$ cat src/rtl/tilt_angle_led_level_defines.svh
// Assertion macros for the tilt angle LED level RTL.
`ifndef TILT_ANGLE_LED_LEVEL_DEFINES_SVH
`define TILT_ANGLE_LED_LEVEL_DEFINES_SVH

// Check a property on every clock edge outside reset.
`define TAL_ASSERT(label, prop, msg) \
    label: assert property (@(posedge aclk) disable iff (!aresetn) prop) \
        else $error(msg);

// Check that a condition in one cycle leads to another in the next cycle.
`define TAL_ASSERT_NEXT(label, ante, cons, msg) \
    `TAL_ASSERT(label, (ante) |=> (cons), msg)

`endif

$ cat src/rtl/tal_pkg.sv
// Shared types, constants and tables of the tilt angle LED level block.
`default_nettype none
package tal_pkg;

    localparam int ACC_W      = 16;
    localparam int NUM_W      = ACC_W + 1;
    localparam int SUM_W      = 2 * ACC_W;
    localparam int DEN_W      = ACC_W;
    localparam int REM_W      = DEN_W + 2;
    localparam int SQRT_STEPS = SUM_W / 2;
    localparam int CORDIC_STEPS = 16;
    localparam int WORK_SHIFT = 16;
    localparam int XY_W       = 35;
    localparam int Z_W        = 22;
    localparam int ZC_W       = 20;
    localparam int MAG_W      = 14;
    localparam int DIFF_W     = 16;
    localparam int DEG_W      = 8;
    localparam int LEVEL_W    = 10;
    localparam int TGT_W      = 8;
    localparam int CFG_IDX_W  = 1;
    localparam int CFG_DATA_W = 8;

    // Register indexes of the configuration port.
    localparam logic [CFG_IDX_W-1:0] REG_TILT_AXIS    = 1'd0;
    localparam logic [CFG_IDX_W-1:0] REG_TARGET_ANGLE = 1'd1;

    // Angle scaling: Z is in 0.0001 degree, results in 0.01 degree.
    localparam logic [ZC_W-1:0]  Z_MAX       = 20'd900000;
    localparam logic [ZC_W-1:0]  Z_ROUND     = 20'd50;
    localparam logic [MAG_W-1:0] MAG_FULL    = 14'd9000;
    localparam int               RECIP_W     = 26;
    localparam logic [RECIP_W-1:0] RECIP_100 = 26'd42949673;  // ceil(2^32 / 100)
    localparam int               RECIP_100_SH = 32;
    localparam int               RECIP9_W    = 21;
    localparam logic [RECIP9_W-1:0] RECIP_9  = 21'd1864136;   // ceil(2^24 / 9)
    localparam int               RECIP_9_SH  = 24;
    localparam int               LV_W        = 14;
    localparam logic [LEVEL_W-1:0] LEVEL_MAX = 10'd999;

    // atan(2^-i) in 0.0001 degree.
    localparam logic signed [Z_W-1:0] ATAN_TAB [CORDIC_STEPS] = '{
        22'sd450000, 22'sd265651, 22'sd140362, 22'sd71250,
        22'sd35763,  22'sd17899,  22'sd8952,   22'sd4476,
        22'sd2238,   22'sd1119,   22'sd560,    22'sd280,
        22'sd140,    22'sd70,     22'sd35,     22'sd17
    };

    typedef struct packed {
        logic                    axis;
        logic signed [TGT_W-1:0] target;
        logic                    num_neg;
        logic                    num_zero;
        logic                    den_zero;
        logic [ACC_W-1:0]        num_abs;
    } tal_side_t;

endpackage
`default_nettype wire

$ cat src/rtl/tal_front.sv
// Front stages: pick numerator and axes, square them and sum the squares.
`default_nettype none
module tal_front (
    input  wire logic                           aclk,
    input  wire logic                           aresetn,
    input  wire logic                           in_valid,
    output logic                                in_ready,
    input  wire logic signed [tal_pkg::ACC_W-1:0] in_x,
    input  wire logic signed [tal_pkg::ACC_W-1:0] in_y,
    input  wire logic signed [tal_pkg::ACC_W-1:0] in_z,
    input  wire logic                           axis,
    input  wire logic signed [tal_pkg::TGT_W-1:0] target,
    output logic                                out_valid,
    input  wire logic                           out_ready,
    output logic [tal_pkg::SUM_W-1:0]           out_sum,
    output tal_pkg::tal_side_t                  out_side
);
    logic [2:0] v_reg;
    logic [2:0] adv;

    logic signed [tal_pkg::NUM_W-1:0] num0_reg;
    logic signed [tal_pkg::ACC_W-1:0] a0_reg, b0_reg;
    logic                             axis0_reg;
    logic signed [tal_pkg::TGT_W-1:0] target0_reg;
    logic signed [tal_pkg::NUM_W-1:0] num0_next;

    logic [tal_pkg::SUM_W-1:0] sqa1_reg, sqb1_reg;
    tal_pkg::tal_side_t        side1_reg, side1_next;
    logic signed [tal_pkg::SUM_W-1:0] pa, pb;
    logic [tal_pkg::NUM_W-1:0] num0_neg;

    logic [tal_pkg::SUM_W-1:0] sum2_reg;
    tal_pkg::tal_side_t        side2_reg;

    assign adv[2]   = !v_reg[2] || out_ready;
    assign adv[1]   = !v_reg[1] || adv[2];
    assign adv[0]   = !v_reg[0] || adv[1];
    assign in_ready = adv[0];

    always_ff @(posedge aclk) begin
        if (!aresetn) begin
            v_reg <= '0;
        end else begin
            if (adv[0]) v_reg[0] <= in_valid;
            if (adv[1]) v_reg[1] <= v_reg[0];
            if (adv[2]) v_reg[2] <= v_reg[1];
        end
    end

    // Pitch uses x over y and z, roll uses -y over x and z.
    always_comb begin
        if (axis) begin
            num0_next = {in_x[tal_pkg::ACC_W-1], in_x};
        end else begin
            num0_next = -{in_y[tal_pkg::ACC_W-1], in_y};
        end
    end

    always_ff @(posedge aclk) begin
        if (adv[0]) begin
            num0_reg    <= num0_next;
            a0_reg      <= axis ? in_y : in_x;
            b0_reg      <= in_z;
            axis0_reg   <= axis;
            target0_reg <= target;
        end
    end

    assign pa       = a0_reg * a0_reg;
    assign pb       = b0_reg * b0_reg;
    assign num0_neg = -num0_reg;

    always_comb begin
        side1_next          = '0;
        side1_next.axis     = axis0_reg;
        side1_next.target   = target0_reg;
        side1_next.num_neg  = num0_reg[tal_pkg::NUM_W-1];
        side1_next.num_zero = (num0_reg == '0);
        side1_next.num_abs  = num0_reg[tal_pkg::NUM_W-1] ? num0_neg[tal_pkg::ACC_W-1:0]
                                                        : num0_reg[tal_pkg::ACC_W-1:0];
    end

    always_ff @(posedge aclk) begin
        if (adv[1]) begin
            sqa1_reg  <= pa;
            sqb1_reg  <= pb;
            side1_reg <= side1_next;
        end
        if (adv[2]) begin
            sum2_reg  <= sqa1_reg + sqb1_reg;
            side2_reg <= side1_reg;
        end
    end

    assign out_valid = v_reg[2];
    assign out_sum   = sum2_reg;
    assign out_side  = side2_reg;
endmodule
`default_nettype wire

$ cat config.mk
export PLATFORM = sky130hd
export DESIGN_NAME = tal_front
export DESIGN_NICKNAME = d
export VERILOG_FILES = /design/src/rtl/tilt_angle_led_level_defines.svh /design/src/rtl/tal_pkg.sv /design/src/rtl/tal_front.sv
export SDC_FILE = /design/constraint.sdc
export NUM_CORES = 1
export LEC_CHECK = 0
export ABC_AREA = 1
export BUFFER_PORTS_ARGS = -buffer_cell sky130_fd_sc_hd__buf_2
export CORE_UTILIZATION = 65
export DETAILED_ROUTE_END_ITERATION = 8
export PLACE_DENSITY_LB_ADDON = 0.08
export SKIP_CTS_REPAIR_TIMING = 1
export SYNTH_ARGS = -nofsm -noshare
export SYNTH_HDL_FRONTEND = slang
export SYNTH_SLANG_ARGS = --single-unit
$ cat constraint.sdc
create_clock -name aclk -period 12.2 [get_ports aclk]
set_input_delay 1.22 -clock aclk [delete_from_list [all_inputs] [get_ports aclk]]
set_output_delay 1.22 -clock aclk [all_outputs]
set_load 0.01 [all_outputs]
==> reports/qor.txt <==
Status - complete, no violations
H-tree lvl count - 1
Hold Crit Class - reg2reg
Finished Core Util - 70.3%
Ys async rst share - 0%
CP Class - reg2reg
Worst-Skew Late Latency - 0.57 ns
Max_cap viols - 0
Post-synthesis adder-cell area fraction - 41.3%
Max Fanout on Critical Path - 22
Row count - 77
Pre-CTS setup slack - 5.84 ns
Synth cell types - 41
Wire length per cell - 16.2 um
Post-synthesis sequential area ratio - 21.4%
Dpl cells - 4085
Fin nets - 4262
Crit-path cells - clkinv_1 > or2_2 > fa_1 > fa_1 > fa_1 > inv_1 > fa_1 > inv_1 > fa_1 > inv_1 > fa_1 > ha_1 > nand2_1 > nor2_1 > nand3_1 > nor3_1 > nand2_1 > inv_1 > nor2_1 > nand2_1 > nand2_1
Clock buffer depth - 3
Post-synthesis mux area share - 0%
Synthesized Nets - 4180
Fin. max-slew vios - 0
EDFF count, synth - 206
Worst-margin pin slew - 1.04 ns
Startpoint types - flip-flop
Vias - 21737
XOR/XNOR Fraction of Synth Area - 2.53%
Period utilization - 52.2%
Max Freq - 157 MHz
Placeable core area - 0.0442 mm^2
Largest register FFs - 32
DRT Pass-1 Iters - 6
Clk_skew - 0.0272 ns
GRT overflow - 0
Commonest non-fill, non-tap cell in the layout - inv_1
Cell area after technology mapping - 0.0291 mm^2
Mapped Cells - 3439
GRT Total Usage - 31.1%
Post-synth top area share - 32.2%
Simple-gate share of the synthesized area - 17.9%
Syn Area/Cell - 8.47 um^2
Die X - 214 um
Setup TNS - 0 ns
Final setup margin - 5.83 ns
Critical Path AT - 6.69 ns
Post-synthesis register bit count - 209
Final WL - 67100 um
Worst setup EP type - flip-flop
Antenna violations before repair - 0
Final worst path period need - 6.37 ns
Initial DRC count - 1441
Most frequent cells in the layout - inv_1, nand2_1, fa_1, ha_1, edfxtp_1
CP max-delay cell - edfxtp_1
CP Launch Point - b0_reg[15]
Non-Filler Instances - 4132
I/O Pins - 123
Largest net degree at the start of global routing - 77
Vias per cell - 5.26
Clock-pin transition on the worst setup and hold timing paths - 0.07 ns
Slew Limit Headroom - 30.3%
Largest cells by area after synthesis - fa_1, edfxtp_1, inv_1
Slowest stage delay, CP - 0.85 ns
DRC Markers - 0
First-pass GRT wire length - 111000 um
CTS tree - yes
Yosys top cell by area - fa_1
Hold Startpoint - target0_reg[7]
Number of global-route vias before repair - 22809
Total CTS buffers - 26
Fillcell total - 3527
# diodes - 0
Routed Antenna Nets - 0
Compound-cell area share of the yosys netlist - 3.19%
Die height - 214 um
Layout cells sized above 1 - 7.09%
IO Port Bufs - 121
Synth Flop Type - edfxtp_1
Initial Utilization - 65.8%
RSZ-0062 raised after global routing - no
Dpl hpwl - 56000 um
Final hold vios - 0
Die area - 0.0456 mm^2
Main combinational cell family by area after synthesis - adder cells
CP most frequent cell - fa_1
FF-to-FF Start - b0_reg[15]
Area Overhead vs Synth - 6.78%
Routability cong. - 0.971
# clock sinks - 209
Clk root buf - clkbuf_16
Worst path required time - 12.52 ns
Synth Warn # - 0
# setup viols final - 0
-- path summary, 6_finish.rpt --
path                                       to  slack [ns]  cells after the start
worst max register to register   sqb1_reg[31]        5.83                     21
worst max-delay path             sqb1_reg[31]        5.83                     21
worst min-delay path            side1_reg[26]        0.42                      0
worst min register to register  side1_reg[26]        0.42                      0
-- cell usage after synthesis (all sizes together) (4+ instances only) --
cell / number
xor2: 71
edfxtp: 206
a21oi: 72
nand3: 126
nand2: 863
o21bai: 24
fa: 468
nor3: 27
a31o: 4
nand3b: 8
nor2: 170
or2: 5
clkbuf: 72
a21o: 5
and2: 5
inv: 977
xnor2: 13
nand4: 43
o21ai: 52
ha: 212
-- metal layers --
layer	global-route usage, %	vias up	share of wire (%)
li1	-	10345	-
met1	41.3	10642	43
met2	53.7	622	49
met3	3.93	128	5.8
met4	8.89	0	2.6
met5	0	-	0
-- cell families (layout without fill, tap and decap cells) --
| group | count (synthesis) | after routing |
|---|---|---|
| simple gates | 1249 | 1249 |
| buf+inv | 1054 | 1155 |
| fa+ha+maj | 680 | 680 |
| flops | 209 | 209 |
| compound gates | 162 | 162 |
| xor+xnor | 84 | 84 |
| other cells | 1 | 1 |
-- critical path: cells and delay by family (launching register included) --
family | cells | cell delay (ns)
adders and majority gates | 7 | 3.34
buffers and inverters | 5 | 0.76
DFF | 1 | 0.85
and+or+nand+nor | 9 | 1.16
-- metrics by stage --
step | instance area [um^2] | hold WS [ns]
6_report | 31100 | 0.417
5_1_grt | 31100 | 0.421
4_1_cts | 31100 | 0.418
3_3_place_gp | 30300 | 0.401
3_5_place_dp | 30300 | 0.405
2_1_floorplan | 29100 | 0.400
-- cell type report --
type                            count  area, um^2  share of cell area [%]
Inverter                          979        3680                    11.8
Timing Repair Buffer              129         666                    2.14
Sequential cell                   209        6250                    20.1
Clock inverter                     19         161                   0.519
Clock buffer                       28         679                    2.19
Multi-Input combinational cell   2176       18900                    60.9
Tap cell                          592         741                    2.38
Power is left out: the tool's default activity adds up to more than one toggle a clock period on the data nets, which glitch-free logic cannot reach.
