==> src/rtl/tilt_angle_led_level_defines.svh <==
// Assertion macros for the tilt angle LED level RTL.
`ifndef TILT_ANGLE_LED_LEVEL_DEFINES_SVH
`define TILT_ANGLE_LED_LEVEL_DEFINES_SVH

// Check a property on every clock edge outside reset.
`define TAL_ASSERT(label, prop, msg) \
    label: assert property (@(posedge aclk) disable iff (!aresetn) prop) \
        else $error(msg);

// Check that a condition in one cycle leads to another in the next cycle.
`define TAL_ASSERT_NEXT(label, ante, cons, msg) \
    `TAL_ASSERT(label, (ante) |=> (cons), msg)

`endif

==> src/rtl/tal_pkg.sv <==
// Shared types, constants and tables of the tilt angle LED level block.
`default_nettype none
package tal_pkg;

    localparam int ACC_W      = 16;
    localparam int NUM_W      = ACC_W + 1;
    localparam int SUM_W      = 2 * ACC_W;
    localparam int DEN_W      = ACC_W;
    localparam int REM_W      = DEN_W + 2;
    localparam int SQRT_STEPS = SUM_W / 2;
    localparam int CORDIC_STEPS = 16;
    localparam int WORK_SHIFT = 16;
    localparam int XY_W       = 35;
    localparam int Z_W        = 22;
    localparam int ZC_W       = 20;
    localparam int MAG_W      = 14;
    localparam int DIFF_W     = 16;
    localparam int DEG_W      = 8;
    localparam int LEVEL_W    = 10;
    localparam int TGT_W      = 8;
    localparam int CFG_IDX_W  = 1;
    localparam int CFG_DATA_W = 8;

    // Register indexes of the configuration port.
    localparam logic [CFG_IDX_W-1:0] REG_TILT_AXIS    = 1'd0;
    localparam logic [CFG_IDX_W-1:0] REG_TARGET_ANGLE = 1'd1;

    // Angle scaling: Z is in 0.0001 degree, results in 0.01 degree.
    localparam logic [ZC_W-1:0]  Z_MAX       = 20'd900000;
    localparam logic [ZC_W-1:0]  Z_ROUND     = 20'd50;
    localparam logic [MAG_W-1:0] MAG_FULL    = 14'd9000;
    localparam int               RECIP_W     = 26;
    localparam logic [RECIP_W-1:0] RECIP_100 = 26'd42949673;  // ceil(2^32 / 100)
    localparam int               RECIP_100_SH = 32;
    localparam int               RECIP9_W    = 21;
    localparam logic [RECIP9_W-1:0] RECIP_9  = 21'd1864136;   // ceil(2^24 / 9)
    localparam int               RECIP_9_SH  = 24;
    localparam int               LV_W        = 14;
    localparam logic [LEVEL_W-1:0] LEVEL_MAX = 10'd999;

    // atan(2^-i) in 0.0001 degree.
    localparam logic signed [Z_W-1:0] ATAN_TAB [CORDIC_STEPS] = '{
        22'sd450000, 22'sd265651, 22'sd140362, 22'sd71250,
        22'sd35763,  22'sd17899,  22'sd8952,   22'sd4476,
        22'sd2238,   22'sd1119,   22'sd560,    22'sd280,
        22'sd140,    22'sd70,     22'sd35,     22'sd17
    };

    typedef struct packed {
        logic                    axis;
        logic signed [TGT_W-1:0] target;
        logic                    num_neg;
        logic                    num_zero;
        logic                    den_zero;
        logic [ACC_W-1:0]        num_abs;
    } tal_side_t;

endpackage
`default_nettype wire

==> src/rtl/tal_isqrt.sv <==
// Pipelined integer square root, one result bit per stage.
`default_nettype none
module tal_isqrt (
    input  wire logic                      aclk,
    input  wire logic                      aresetn,
    input  wire logic                      in_valid,
    output logic                           in_ready,
    input  wire logic [tal_pkg::SUM_W-1:0] in_sum,
    input  wire tal_pkg::tal_side_t        in_side,
    output logic                           out_valid,
    input  wire logic                      out_ready,
    output logic [tal_pkg::DEN_W-1:0]      out_den,
    output tal_pkg::tal_side_t             out_side
);
    localparam int N = tal_pkg::SQRT_STEPS;

    logic [N-1:0] v_reg;
    logic [N-1:0] adv;
    logic [N-1:0] v_in;

    logic [tal_pkg::REM_W-1:0] rem_reg  [N];
    logic [tal_pkg::DEN_W-1:0] root_reg [N];
    logic [tal_pkg::SUM_W-1:0] val_reg  [N];
    tal_pkg::tal_side_t        side_reg [N];

    logic [tal_pkg::REM_W-1:0] rem_in  [N];
    logic [tal_pkg::DEN_W-1:0] root_in [N];
    logic [tal_pkg::SUM_W-1:0] val_in  [N];
    tal_pkg::tal_side_t        side_in [N];

    for (genvar j = 0; j < N; j++) begin : g_step
        logic [tal_pkg::REM_W+1:0] cur;
        logic [tal_pkg::REM_W+1:0] trial;
        logic                      ge;

        if (j == 0) begin : g_first
            assign v_in[j]    = in_valid;
            assign rem_in[j]  = '0;
            assign root_in[j] = '0;
            assign val_in[j]  = in_sum;
            assign side_in[j] = in_side;
        end else begin : g_rest
            assign v_in[j]    = v_reg[j-1];
            assign rem_in[j]  = rem_reg[j-1];
            assign root_in[j] = root_reg[j-1];
            assign val_in[j]  = val_reg[j-1];
            assign side_in[j] = side_reg[j-1];
        end

        if (j == N - 1) begin : g_last
            assign adv[j] = !v_reg[j] || out_ready;
        end else begin : g_mid
            assign adv[j] = !v_reg[j] || adv[j+1];
        end

        // Bring down the next two bits and try to subtract 4*root + 1.
        assign cur   = {rem_in[j], val_in[j][tal_pkg::SUM_W-1-2*j -: 2]};
        assign trial = {2'b00, root_in[j], 2'b01};
        assign ge    = (cur >= trial);

        always_ff @(posedge aclk) begin
            if (!aresetn) begin
                v_reg[j] <= 1'b0;
            end else if (adv[j]) begin
                v_reg[j] <= v_in[j];
            end
        end

        always_ff @(posedge aclk) begin
            if (adv[j]) begin
                rem_reg[j]  <= ge ? tal_pkg::REM_W'(cur - trial) : tal_pkg::REM_W'(cur);
                root_reg[j] <= {root_in[j][tal_pkg::DEN_W-2:0], ge};
                val_reg[j]  <= val_in[j];
                side_reg[j] <= side_in[j];
            end
        end
    end

    assign in_ready  = adv[0];
    assign out_valid = v_reg[N-1];
    assign out_den   = root_reg[N-1];

    always_comb begin
        out_side          = side_reg[N-1];
        out_side.den_zero = (root_reg[N-1] == '0);
    end
endmodule
`default_nettype wire

==> config.mk <==
export PLATFORM = sky130hd
export DESIGN_NAME = tal_isqrt
export DESIGN_NICKNAME = d
export VERILOG_FILES = /design/src/rtl/tilt_angle_led_level_defines.svh /design/src/rtl/tal_pkg.sv /design/src/rtl/tal_isqrt.sv
export SDC_FILE = /design/constraint.sdc
export NUM_CORES = 1
export LEC_CHECK = 0
export CORE_MARGIN = 4
export CORE_UTILIZATION = 25
export CTS_BUF_LIST = sky130_fd_sc_hd__clkbuf_4
export DETAILED_ROUTE_END_ITERATION = 8
export DONT_BUFFER_PORTS = 1
export GPL_ROUTABILITY_DRIVEN = 0
export SYNTH_ARGS = -nofsm -noshare
export SYNTH_HDL_FRONTEND = slang
export SYNTH_SLANG_ARGS = --single-unit
==> constraint.sdc <==
create_clock -name aclk -period 12.25 [get_ports aclk]
set_input_delay 2.45 -clock aclk [delete_from_list [all_inputs] [get_ports aclk]]
set_output_delay 2.45 -clock aclk [all_outputs]
set_load 0.02 [all_outputs]
==> impl_results.md <==
* Status: finished, final reports clean
* Sw frac at 24.43%
* CTS Buf Count at 283
* H-tree levels at 5
* CP Launch Point: out_ready
* Vias in the first global route at about 21,000
* Least-Margin Pin Slew at 1133 ps
* Initial antenna violation count at 4
* Top Usage Layer GRT: met2
* Share of synthesized registers carrying an async set or reset at 0%
* DR vias at 21,310
* Syn Nets at 2,898
* HPWL Detailed at 44,750 um
* CORE AREA at approximately 0.17 sq mm
* Routed WL at 65,480 um
* Clock Sinks at 1,074
* Slew Viols, Final at 0
* Reg2reg start: out_valid$_SDFFE_PN0P_
* WL per Instance at 12.34 um
* Hold_sp: side_reg[0][143]$_DFFE_PP_
* Cell count after synthesis at about 2,700
* Crit path launch type: input port
* Post-synth EDFFs at 1,058
* Hold depth at 0
* Met2 GRT Util at 11.88%
* VDD IR-drop max at 0.1317 mV
* Area of the mapped netlist at 0.04239 sq mm
* Post-CTS setup buffers at 0
* Largest register FFs at 432
* Initial DRC Count at 1,300
* Setup slack, reg-to-reg at 8030 ps
* Crit Path Max Fanout at 45
* Die width at 419.8 um
* CTS Hold Bufs at 0
* Gr usage total at 7.406%
* Die Ht at around 420 um
* Initial Util at 25.27%
* WP data required at 9800 ps
* Setup CP Type: in -> out
* Post-route DRC violation count at 0
* Flops & latches, synth at approximately 1,100
* Post-CTS resize count at 0
* RR Endpoint: rem_reg[1][26]$_DFFE_PP_
* Vias per inst at 4.016
* Grt total ovfl at 0
* Met3 GRT Util at 2.411%
* Power per Cell Area at 178.8 mW/mm^2
* Unrepaired setup endpoints after global routing: false
* Final Critical Period at 7781 ps
* Met1 Use GR at 8.935%
* Post-synth top flop: edfxtp_1
* Final hold vios at 0
* Reg2reg path depth at 11
* Logic pwr share at 11.4%
* Most frequent cells in the layout: edfxtp_1, clkbuf_4, inv_1, ha_1, nand2_1
* Lkg Pwr at 18.53 nW
* End point of the worst hold path: side_reg[0][171]$_DFFE_PP_
* IO buf count at 0
* Seq pwr share at 56.2%
* Area Overhead vs Synth at 14.08%
* Clock share of power at 32.4%
* Sw Pwr at 0.002112 W
* Clock Tree Buf Depth at 4
* Rel. slew slack at 24.48%
* Crit end category: primary output
* P_int at about 0.0065 W
* Final core occ at roughly 29%
* Share of cells above drive strength 1 at 15.25%
* Rows at 150
* Final-layout fill cell count at 16,830
* Die area at 0.1762 sq mm
* Yosys warns at 0
* Min-Delay Path Class: reg -> reg
* Clock-pin slew on the worst setup and hold paths at 60 ps
* Largest net degree at the start of global routing at 75
* Worst skew pair latency at about 1200 ps
* Post-synthesis sequential area ratio at 75.70%
* Ports at 110
* Distinct cells, synth at 74
* Syn Area/Cell at 15.81 sq um
* Commonest non-fill, non-tap cell in the layout: edfxtp_1
* Final nets at roughly 3,200
* Root buf cell: clkbuf_4
* Clock Skews at 106.7 ps
* CTS tree: built
* Max frequency at 0.1285 GHz
* Fin Setup TNS at 0 ps
* Tcrit/Tclk final at between 60% and 70%
* MaxCap Viol Count at 0
* Final ANT Viol Nets at 0
* First-pass GRT wire length at 106,800 um
* DRT Pass-1 Iters at 5
* Arrival time worst endpoint at 5330 ps
* # setup viols final at 0
## Yosys cell counts (5+ instances only)
cell type     n  area share (%)
mux2i_1       8            0.19
o211ai_1      8            0.14
or3_1        23            0.34
mux2_2       24            0.64
a21o_1       27            0.48
and2_1        9            0.13
or2_2         6           0.089
o21a_1       38            0.67
nor2b_1      33            0.49
a31oi_1      12            0.18
nand3_1      35            0.41
edfxtp_1   1058              75
a211oi_1     16            0.28
a21boi_0      7            0.12
nor3_1       44            0.52
inv_1       196             1.7
or4_1        19            0.34
xnor2_1      82             1.7
nand2b_1     30            0.44
and3_1       12            0.18
clkbuf_1     32            0.28
nor4_1       34            0.50
nor3b_1       6            0.11
o21ai_0     109             1.3
buf_2         8           0.094
xor2_1       98             2.0
nor2_1      140             1.2
nand4_1      21            0.31
o21bai_1      8            0.14
nand2_1     147             1.3
ha_1        153             4.5
nand4b_1      5            0.10
o31ai_1      16            0.28
a21oi_1     128             1.5
dfxtp_1      16            0.76
## cell families (layout without fill, tap and decap cells)
logic type	Yosys count	in the layout	synth area share [%]
flops	1074	1074	75.70
other cells	1	9	0.008846
mux	32	32	0.8264
buf+inv	240	654	2.166
xor+xnor	180	180	3.719
compound gates	415	415	6.068
fa+ha+maj	153	153	4.516
simple gates	586	586	6.995
## power by group through the flow
stage	sequential [W]	combinational, W	clock, W
floorplan	0.00483	0.000813	0
global placement	0.00493	0.000957	0
detailed placement	0.00494	0.000980	0
CTS	0.00486	0.000986	0.00295
global route	0.00491	0.00112	0.00317
finish	0.00486	0.000985	0.00280
## final cells by class
type	instances	area [sq um]	area share, %
Timing Repair Buffer	17	127.6	0.2639
Clock inverter	65	364.1	0.7529
Inverter	196	735.7	1.521
Antenna cell	8	20.02	0.04140
Tap cell	2204	2758	5.702
Clock buffer	376	2823	5.837
Multi-Input combinational cell	1367	9440	19.52
Sequential cell	1074	32090	66.36
## critical path, stage by stage
cell      delay [ps]
nand2b_2         140
buf_4            310
nor2_1           420
inv_2             80
nor4_2           590
and3_1           370
and3_1           380
and3_1           400
nand3_4          170
## how the worst max path moves through the flow
stage / depth (start not counted) / slack [ps] / end
after floorplan: 8 / 2190 / in_ready
after global placement: 9 / 4450 / in_ready
after detailed placement: 9 / 4440 / in_ready
after CTS: 9 / 4420 / in_ready
after global routing: 9 / 4220 / in_ready
final: 9 / 4470 / in_ready
## metrics by stage
step	total power, W	cells	setup WS, ps	cell area (sq um)	hold slack, ps
floorplan	0.005645	2681	2195	42390	400.3
global placement	0.005884	4858	4447	45150	402.5
detailed placement	0.005915	4858	4441	45150	404.5
CTS	0.008797	5299	4416	48340	361.9
global route	0.009194	5305	4223	48350	368.7
finish	0.008645	5307	4469	48360	365.5
## layer usage
metal | vias to the layer above | part of all wire (%) | routed length, um
li1 | 10750 | - | -
met1 | 9922 | 45 | 29570
met2 | 478 | 47 | 30830
met3 | 159 | 5.0 | 3296
met4 | 0 | 2.7 | 1787
met5 | - | 0 | 0
Power figures use the tool's default switching activity.
