### src/rtl/tilt_angle_led_level_defines.svh
// Assertion macros for the tilt angle LED level RTL.
`ifndef TILT_ANGLE_LED_LEVEL_DEFINES_SVH
`define TILT_ANGLE_LED_LEVEL_DEFINES_SVH

// Check a property on every clock edge outside reset.
`define TAL_ASSERT(label, prop, msg) \
    label: assert property (@(posedge aclk) disable iff (!aresetn) prop) \
        else $error(msg);

// Check that a condition in one cycle leads to another in the next cycle.
`define TAL_ASSERT_NEXT(label, ante, cons, msg) \
    `TAL_ASSERT(label, (ante) |=> (cons), msg)

`endif

### src/rtl/tal_pkg.sv
// Shared types, constants and tables of the tilt angle LED level block.
`default_nettype none
package tal_pkg;

    localparam int ACC_W      = 16;
    localparam int NUM_W      = ACC_W + 1;
    localparam int SUM_W      = 2 * ACC_W;
    localparam int DEN_W      = ACC_W;
    localparam int REM_W      = DEN_W + 2;
    localparam int SQRT_STEPS = SUM_W / 2;
    localparam int CORDIC_STEPS = 16;
    localparam int WORK_SHIFT = 16;
    localparam int XY_W       = 35;
    localparam int Z_W        = 22;
    localparam int ZC_W       = 20;
    localparam int MAG_W      = 14;
    localparam int DIFF_W     = 16;
    localparam int DEG_W      = 8;
    localparam int LEVEL_W    = 10;
    localparam int TGT_W      = 8;
    localparam int CFG_IDX_W  = 1;
    localparam int CFG_DATA_W = 8;

    // Register indexes of the configuration port.
    localparam logic [CFG_IDX_W-1:0] REG_TILT_AXIS    = 1'd0;
    localparam logic [CFG_IDX_W-1:0] REG_TARGET_ANGLE = 1'd1;

    // Angle scaling: Z is in 0.0001 degree, results in 0.01 degree.
    localparam logic [ZC_W-1:0]  Z_MAX       = 20'd900000;
    localparam logic [ZC_W-1:0]  Z_ROUND     = 20'd50;
    localparam logic [MAG_W-1:0] MAG_FULL    = 14'd9000;
    localparam int               RECIP_W     = 26;
    localparam logic [RECIP_W-1:0] RECIP_100 = 26'd42949673;  // ceil(2^32 / 100)
    localparam int               RECIP_100_SH = 32;
    localparam int               RECIP9_W    = 21;
    localparam logic [RECIP9_W-1:0] RECIP_9  = 21'd1864136;   // ceil(2^24 / 9)
    localparam int               RECIP_9_SH  = 24;
    localparam int               LV_W        = 14;
    localparam logic [LEVEL_W-1:0] LEVEL_MAX = 10'd999;

    // atan(2^-i) in 0.0001 degree.
    localparam logic signed [Z_W-1:0] ATAN_TAB [CORDIC_STEPS] = '{
        22'sd450000, 22'sd265651, 22'sd140362, 22'sd71250,
        22'sd35763,  22'sd17899,  22'sd8952,   22'sd4476,
        22'sd2238,   22'sd1119,   22'sd560,    22'sd280,
        22'sd140,    22'sd70,     22'sd35,     22'sd17
    };

    typedef struct packed {
        logic                    axis;
        logic signed [TGT_W-1:0] target;
        logic                    num_neg;
        logic                    num_zero;
        logic                    den_zero;
        logic [ACC_W-1:0]        num_abs;
    } tal_side_t;

endpackage
`default_nettype wire

### src/rtl/tal_cordic.sv
// Pipelined CORDIC in vectoring mode, one rotation per stage.
`default_nettype none
module tal_cordic (
    input  wire logic                      aclk,
    input  wire logic                      aresetn,
    input  wire logic                      in_valid,
    output logic                           in_ready,
    input  wire logic [tal_pkg::DEN_W-1:0] in_den,
    input  wire tal_pkg::tal_side_t        in_side,
    output logic                           out_valid,
    input  wire logic                      out_ready,
    output logic signed [tal_pkg::Z_W-1:0] out_z,
    output tal_pkg::tal_side_t             out_side
);
    localparam int N   = tal_pkg::CORDIC_STEPS;
    localparam int PAD = tal_pkg::XY_W - tal_pkg::ACC_W - tal_pkg::WORK_SHIFT;

    logic [N-1:0] v_reg;
    logic [N-1:0] adv;
    logic [N-1:0] v_in;

    logic signed [tal_pkg::XY_W-1:0] x_reg [N];
    logic signed [tal_pkg::XY_W-1:0] y_reg [N];
    logic signed [tal_pkg::Z_W-1:0]  z_reg [N];
    tal_pkg::tal_side_t              side_reg [N];

    logic signed [tal_pkg::XY_W-1:0] x_in [N];
    logic signed [tal_pkg::XY_W-1:0] y_in [N];
    logic signed [tal_pkg::Z_W-1:0]  z_in [N];
    tal_pkg::tal_side_t              side_in [N];

    for (genvar i = 0; i < N; i++) begin : g_rot
        logic signed [tal_pkg::XY_W-1:0] xs, ys;

        if (i == 0) begin : g_first
            assign v_in[i]    = in_valid;
            assign x_in[i]    = {{PAD{1'b0}}, in_den, {tal_pkg::WORK_SHIFT{1'b0}}};
            assign y_in[i]    = {{PAD{1'b0}}, in_side.num_abs, {tal_pkg::WORK_SHIFT{1'b0}}};
            assign z_in[i]    = '0;
            assign side_in[i] = in_side;
        end else begin : g_rest
            assign v_in[i]    = v_reg[i-1];
            assign x_in[i]    = x_reg[i-1];
            assign y_in[i]    = y_reg[i-1];
            assign z_in[i]    = z_reg[i-1];
            assign side_in[i] = side_reg[i-1];
        end

        if (i == N - 1) begin : g_last
            assign adv[i] = !v_reg[i] || out_ready;
        end else begin : g_mid
            assign adv[i] = !v_reg[i] || adv[i+1];
        end

        assign xs = x_in[i] >>> i;
        assign ys = y_in[i] >>> i;

        always_ff @(posedge aclk) begin
            if (!aresetn) begin
                v_reg[i] <= 1'b0;
            end else if (adv[i]) begin
                v_reg[i] <= v_in[i];
            end
        end

        // Rotate toward the x axis and accumulate the angle turned.
        always_ff @(posedge aclk) begin
            if (adv[i]) begin
                if (!y_in[i][tal_pkg::XY_W-1]) begin
                    x_reg[i] <= x_in[i] + ys;
                    y_reg[i] <= y_in[i] - xs;
                    z_reg[i] <= z_in[i] + tal_pkg::ATAN_TAB[i];
                end else begin
                    x_reg[i] <= x_in[i] - ys;
                    y_reg[i] <= y_in[i] + xs;
                    z_reg[i] <= z_in[i] - tal_pkg::ATAN_TAB[i];
                end
                side_reg[i] <= side_in[i];
            end
        end
    end

    assign in_ready  = adv[0];
    assign out_valid = v_reg[N-1];
    assign out_z     = z_reg[N-1];
    assign out_side  = side_reg[N-1];
endmodule
`default_nettype wire

### config.mk
export PLATFORM = sky130hd
export DESIGN_NAME = tal_cordic
export DESIGN_NICKNAME = d
export VERILOG_FILES = /design/src/rtl/tilt_angle_led_level_defines.svh /design/src/rtl/tal_pkg.sv /design/src/rtl/tal_cordic.sv
export SDC_FILE = /design/constraint.sdc
export NUM_CORES = 2
export LEC_CHECK = 0
export ABC_AREA = 1
export BUFFER_PORTS_ARGS = -buffer_cell sky130_fd_sc_hd__buf_2
export CAP_MARGIN = 20
export CORE_AREA = 4 4 511 513
export DETAILED_ROUTE_END_ITERATION = 7
export DIE_AREA = 0 0 515 517
export GPL_ROUTABILITY_DRIVEN = 1
export PLACE_DENSITY = 0.66
export SYNTH_ARGS = -nofsm -noshare
export SYNTH_HDL_FRONTEND = slang
export SYNTH_SLANG_ARGS = --single-unit
### constraint.sdc
create_clock -name aclk -period 8.52 [get_ports aclk]
set_clock_uncertainty 0.2 [all_clocks]
set_input_delay 0.852 -clock aclk [delete_from_list [all_inputs] [get_ports aclk]]
set_output_delay 0.852 -clock aclk [all_outputs]
set_load 0.05 [all_outputs]
==> results.env <==
NUMBER_OF_FLIP_FLOPS_UNDER_THE_LARGEST_REGISTER_NAME=448
CRITPATHLAUNCHTYPE='flip-flop'
SETUP.WORST_PATH.CLASS='reg2reg'
SYNTH_SEQ_AREA_SHARE_PCT=41.50
CTS_ROOT_BUF='sky130_fd_sc_hd__clkbuf_16'
FINAL_SLEW_VIOLATIONS=0
START_UTIL_PCT=44.87
ANT_NETS=0
HOLD_PATH_CLASS='in2reg'
ASYNCSETRESETFLOPFRACSYNTH_PCT=0
HOLD_VIOLATIONS=0
FIRST_ITER_VIOLATIONS=7797
DRC=0
MAX_CAP_VIOLATIONS=0
FLOORPLAN.IO_PINS=100
SYNTH_SEQ_CELLS=1594
GLOBALPLACE.CONGESTION=0.9814
DIE_WIDTH_UM=515
OUTCOME='completed'
VIAS=90218
GLOBAL_ROUTE.USAGE.TOTAL_PCT=23.22
INSTANCE_AREA_AT_PLACEMENT_UM2=119800
CP_MAX_FO=31
TRITONCTS='built'
LAYOUT-DRIVE-GT1-SHARE_PCT=3.861
GRT_REMAINING_OVERFLOW=0
PLACEMENT_ROWS=186
YOSYSUNIQUECELLTYPES=65
CTS-HTREE-LEVELS=4
RSZ_0062_RAISED_AFTER_GLOBAL_ROUTING='false'
TIGHTEST_SLEW_NS=1.023
PORTBUFFERS=98
CLOCK_INSERTION_DELAY_WORST_SKEW_NS=0.86
DIEHEIGHT_UM=517
CRIT_ARRIVAL_NS=7.21
CLKTRANSATPATHREGS_NS=0.06
NUMCTSBUFFERS=176
SYNTH_ENABLE_FLOP_CELLS=1578
WORST_SLEW_MARGIN_REL_PCT=31.15
SETUP_VIOLATION_TOTAL_IN_THE_FINAL_TIMING_REPORT=0
VIA_PER_INSTANCE_RATIO=5.410
FIRST_PASS_ITERS=8
MIN_PERIOD_OVER_PERIOD_PCT=79.72
MAPPEDNETLISTAREA_UM2=115000
GRT_PASS1_WL_MM=486.8
CLOCK_TREE.BUFFER_DEPTH=3
FINAL_NET_COUNT=14336
YS.WARNINGS.COUNT=0
HPWL_MM=260.0
SYNTH.AVG_CELL_AREA_UM2=8.926
AREA_ENCLOSED_BY_THE_DIE_BOUNDARY_UM2=266300
CTS_SINKS=1594
GRT_ANTENNA_BEFORE_REPAIR=24
LAYOUT-AREA-OVERHEAD-VS-SYNTH_PCT=9.656
TNS_NS=0
POSTCTSSETUPBUFFERS=0
CORE_REGION_AREA_UM2=256200
REQUIRED_NS=8.94
MAIN_SYNTH_FF_TYPE='sky130_fd_sc_hd__edfxtp_1'
POSTROUTEWIRELENGTH_MM=315.8
SYNTHESIS.INSTANCES=12879
END_KIND='flip-flop'
FINALCRITICALPERIOD_NS=6.792
LAYOUT.CELL_AREA.NON_FILLER_UM2=126100
GRT_MAX_DEGREE=75
ROUTEDWLPERCELL_UM=18.94
TIMING.FMAX_GHz=0.1472
NUMBER_OF_GLOBAL_ROUTE_VIAS_BEFORE_REPAIR=85555
## synthesized netlist by cell type, types with 6 or more instances
| cell | number | area, um2 |
|---|---|---|
| sky130_fd_sc_hd__inv_2 | 7 | 26.28 |
| sky130_fd_sc_hd__xor2_1 | 1101 | 9643 |
| sky130_fd_sc_hd__nor4b_1 | 6 | 52.55 |
| sky130_fd_sc_hd__or2_2 | 27 | 168.9 |
| sky130_fd_sc_hd__fa_1 | 34 | 680.7 |
| sky130_fd_sc_hd__ha_1 | 1115 | 13950 |
| sky130_fd_sc_hd__a21boi_0 | 39 | 292.8 |
| sky130_fd_sc_hd__o31ai_1 | 70 | 525.5 |
| sky130_fd_sc_hd__o221ai_1 | 8 | 70.07 |
| sky130_fd_sc_hd__o21ai_0 | 756 | 3784 |
| sky130_fd_sc_hd__a211oi_1 | 38 | 285.3 |
| sky130_fd_sc_hd__nand3b_1 | 13 | 97.59 |
| sky130_fd_sc_hd__o2111ai_1 | 25 | 219.0 |
| sky130_fd_sc_hd__nor3_1 | 276 | 1381 |
| sky130_fd_sc_hd__buf_1 | 10 | 37.54 |
| sky130_fd_sc_hd__nor2_1 | 1092 | 4099 |
| sky130_fd_sc_hd__buf_2 | 11 | 55.05 |
| sky130_fd_sc_hd__a21oi_1 | 1276 | 6386 |
| sky130_fd_sc_hd__xnor2_1 | 496 | 4344 |
| sky130_fd_sc_hd__nor4_1 | 83 | 519.3 |
| sky130_fd_sc_hd__nand4_1 | 113 | 706.9 |
| sky130_fd_sc_hd__o211ai_1 | 49 | 367.9 |
| sky130_fd_sc_hd__edfxtp_1 | 1578 | 47390 |
| sky130_fd_sc_hd__a22oi_1 | 7 | 52.55 |
| sky130_fd_sc_hd__a31oi_1 | 125 | 782.0 |
| sky130_fd_sc_hd__a2111oi_0 | 8 | 70.07 |
| sky130_fd_sc_hd__nor3b_1 | 11 | 82.58 |
| sky130_fd_sc_hd__o41ai_1 | 11 | 96.34 |
| sky130_fd_sc_hd__o21bai_1 | 42 | 315.3 |
| sky130_fd_sc_hd__nand3_1 | 444 | 2222 |
| sky130_fd_sc_hd__o21a_1 | 62 | 465.5 |
| sky130_fd_sc_hd__a21o_1 | 54 | 405.4 |
| sky130_fd_sc_hd__inv_1 | 1538 | 5773 |
| sky130_fd_sc_hd__clkbuf_1 | 63 | 236.5 |
| sky130_fd_sc_hd__nand2_1 | 2181 | 8187 |
| sky130_fd_sc_hd__dfxtp_1 | 16 | 320.3 |
| sky130_fd_sc_hd__a221oi_1 | 28 | 245.2 |
## layout by cell type, fill, tap and decap left out, types with 49 or more instances in the layout
master | netlist | routed
sky130_fd_sc_hd__a21o_1 | 54 | 54
sky130_fd_sc_hd__a21oi_1 | 1276 | 1276
sky130_fd_sc_hd__a31oi_1 | 125 | 125
sky130_fd_sc_hd__buf_2 | 11 | 98
sky130_fd_sc_hd__buf_4 | 2 | 56
sky130_fd_sc_hd__clkbuf_16 | 0 | 176
sky130_fd_sc_hd__edfxtp_1 | 1578 | 1578
sky130_fd_sc_hd__ha_1 | 1115 | 1115
sky130_fd_sc_hd__inv_1 | 1538 | 1534
sky130_fd_sc_hd__nand2_1 | 2181 | 2177
sky130_fd_sc_hd__nand3_1 | 444 | 443
sky130_fd_sc_hd__nand4_1 | 113 | 113
sky130_fd_sc_hd__nor2_1 | 1092 | 1088
sky130_fd_sc_hd__nor3_1 | 276 | 276
sky130_fd_sc_hd__nor4_1 | 83 | 83
sky130_fd_sc_hd__o211ai_1 | 49 | 49
sky130_fd_sc_hd__o21a_1 | 62 | 62
sky130_fd_sc_hd__o21ai_0 | 756 | 756
sky130_fd_sc_hd__o31ai_1 | 70 | 70
sky130_fd_sc_hd__xnor2_1 | 496 | 496
sky130_fd_sc_hd__xor2_1 | 1101 | 1101
## critical path, cell delays in order (launching register included)
cell and delay (ns):
sky130_fd_sc_hd__dfxtp_1 0.46, sky130_fd_sc_hd__nand4_4 0.59, sky130_fd_sc_hd__nor2_4 0.50, sky130_fd_sc_hd__nand4_4 0.15, sky130_fd_sc_hd__nor2_4 0.24, sky130_fd_sc_hd__nand4_4 0.30, sky130_fd_sc_hd__nor2_4 0.27, sky130_fd_sc_hd__nand2_2 0.51
sky130_fd_sc_hd__nand2_1 0.30, sky130_fd_sc_hd__inv_1 0.11, sky130_fd_sc_hd__or2_2 0.29, sky130_fd_sc_hd__xor2_1 0.18, sky130_fd_sc_hd__fa_1 0.45, sky130_fd_sc_hd__inv_1 0.08, sky130_fd_sc_hd__nand3_1 0.07, sky130_fd_sc_hd__nand2_1 0.13
sky130_fd_sc_hd__a21oi_1 0.11, sky130_fd_sc_hd__o21ai_0 0.28, sky130_fd_sc_hd__a21oi_1 0.15, sky130_fd_sc_hd__o21ai_0 0.30, sky130_fd_sc_hd__a21boi_0 0.22, sky130_fd_sc_hd__o21ai_0 0.34, sky130_fd_sc_hd__a21oi_1 0.16, sky130_fd_sc_hd__xnor2_1 0.15
## final cells by class
type	instances	area [um2]
fill	24234	130200
multi-input combinational	9650	61150
sequential	1594	47710
inverter	1550	5823
clock buffer	209	4548
tap	3384	4234
clock inverter	117	1533
timing repair buffer	167	1059
antenna	4	10.01
## metal layers
layer	GRT usage [%]	vias to the layer above	share of wire, %
met5	0	-	0.020
met2	39.84	2524	48
met4	7.911	8	3.8
li1	-	45039	-
met1	30.35	42088	43
met3	2.874	559	5.7
## worst paths after layout
kind / from / to / slack (ns) / cells after the start
hold reg to reg: side_reg[0][20] / side_reg[0][48] / 0.17 / 0
setup / recovery: v_in[15] / y_reg[0][136] / 1.73 / 23
setup reg to reg: v_in[15] / y_reg[0][136] / 1.73 / 23
hold / removal: in_side[12] / side_reg[0][12] / 0.06 / 1
## kinds of logic (layout without fill, tap and decap cells)
logic type / Yosys count / count (layout) / share of synthesized area [%]
mux: 1 / 1 / 0.008707
compound gates: 2622 / 2622 / 12.68
buf+inv: 1636 / 2043 / 5.360
fa+ha+maj: 1149 / 1149 / 12.73
xor+xnor: 1597 / 1597 / 12.17
simple gates: 4279 / 4279 / 15.56
flops: 1594 / 1594 / 41.50
other cells: 1 / 6 / 0.003262
## metrics by stage
step                worst slack [ns]  util, %  cells  hold WS [ns]
floorplan                      1.633        -  12880        0.2003
CTS                            1.725    49.19  16670      0.003345
detailed placement             1.119    46.77  16332        0.2045
global route                   1.108    49.20  16674       0.01982
global placement               1.244    46.77  16332        0.2003
finish                         1.728    49.20  16675       0.06167
## timing repair
action,in CTS,in global routing
hold buffers,12,0
setup endpoints to repair,0,0
gates resized for setup,0,0
hold endpoints to repair,12,0
Power is not shown: default switching activity piles up to over one toggle a cycle in this logic, so the estimate is an artifact.
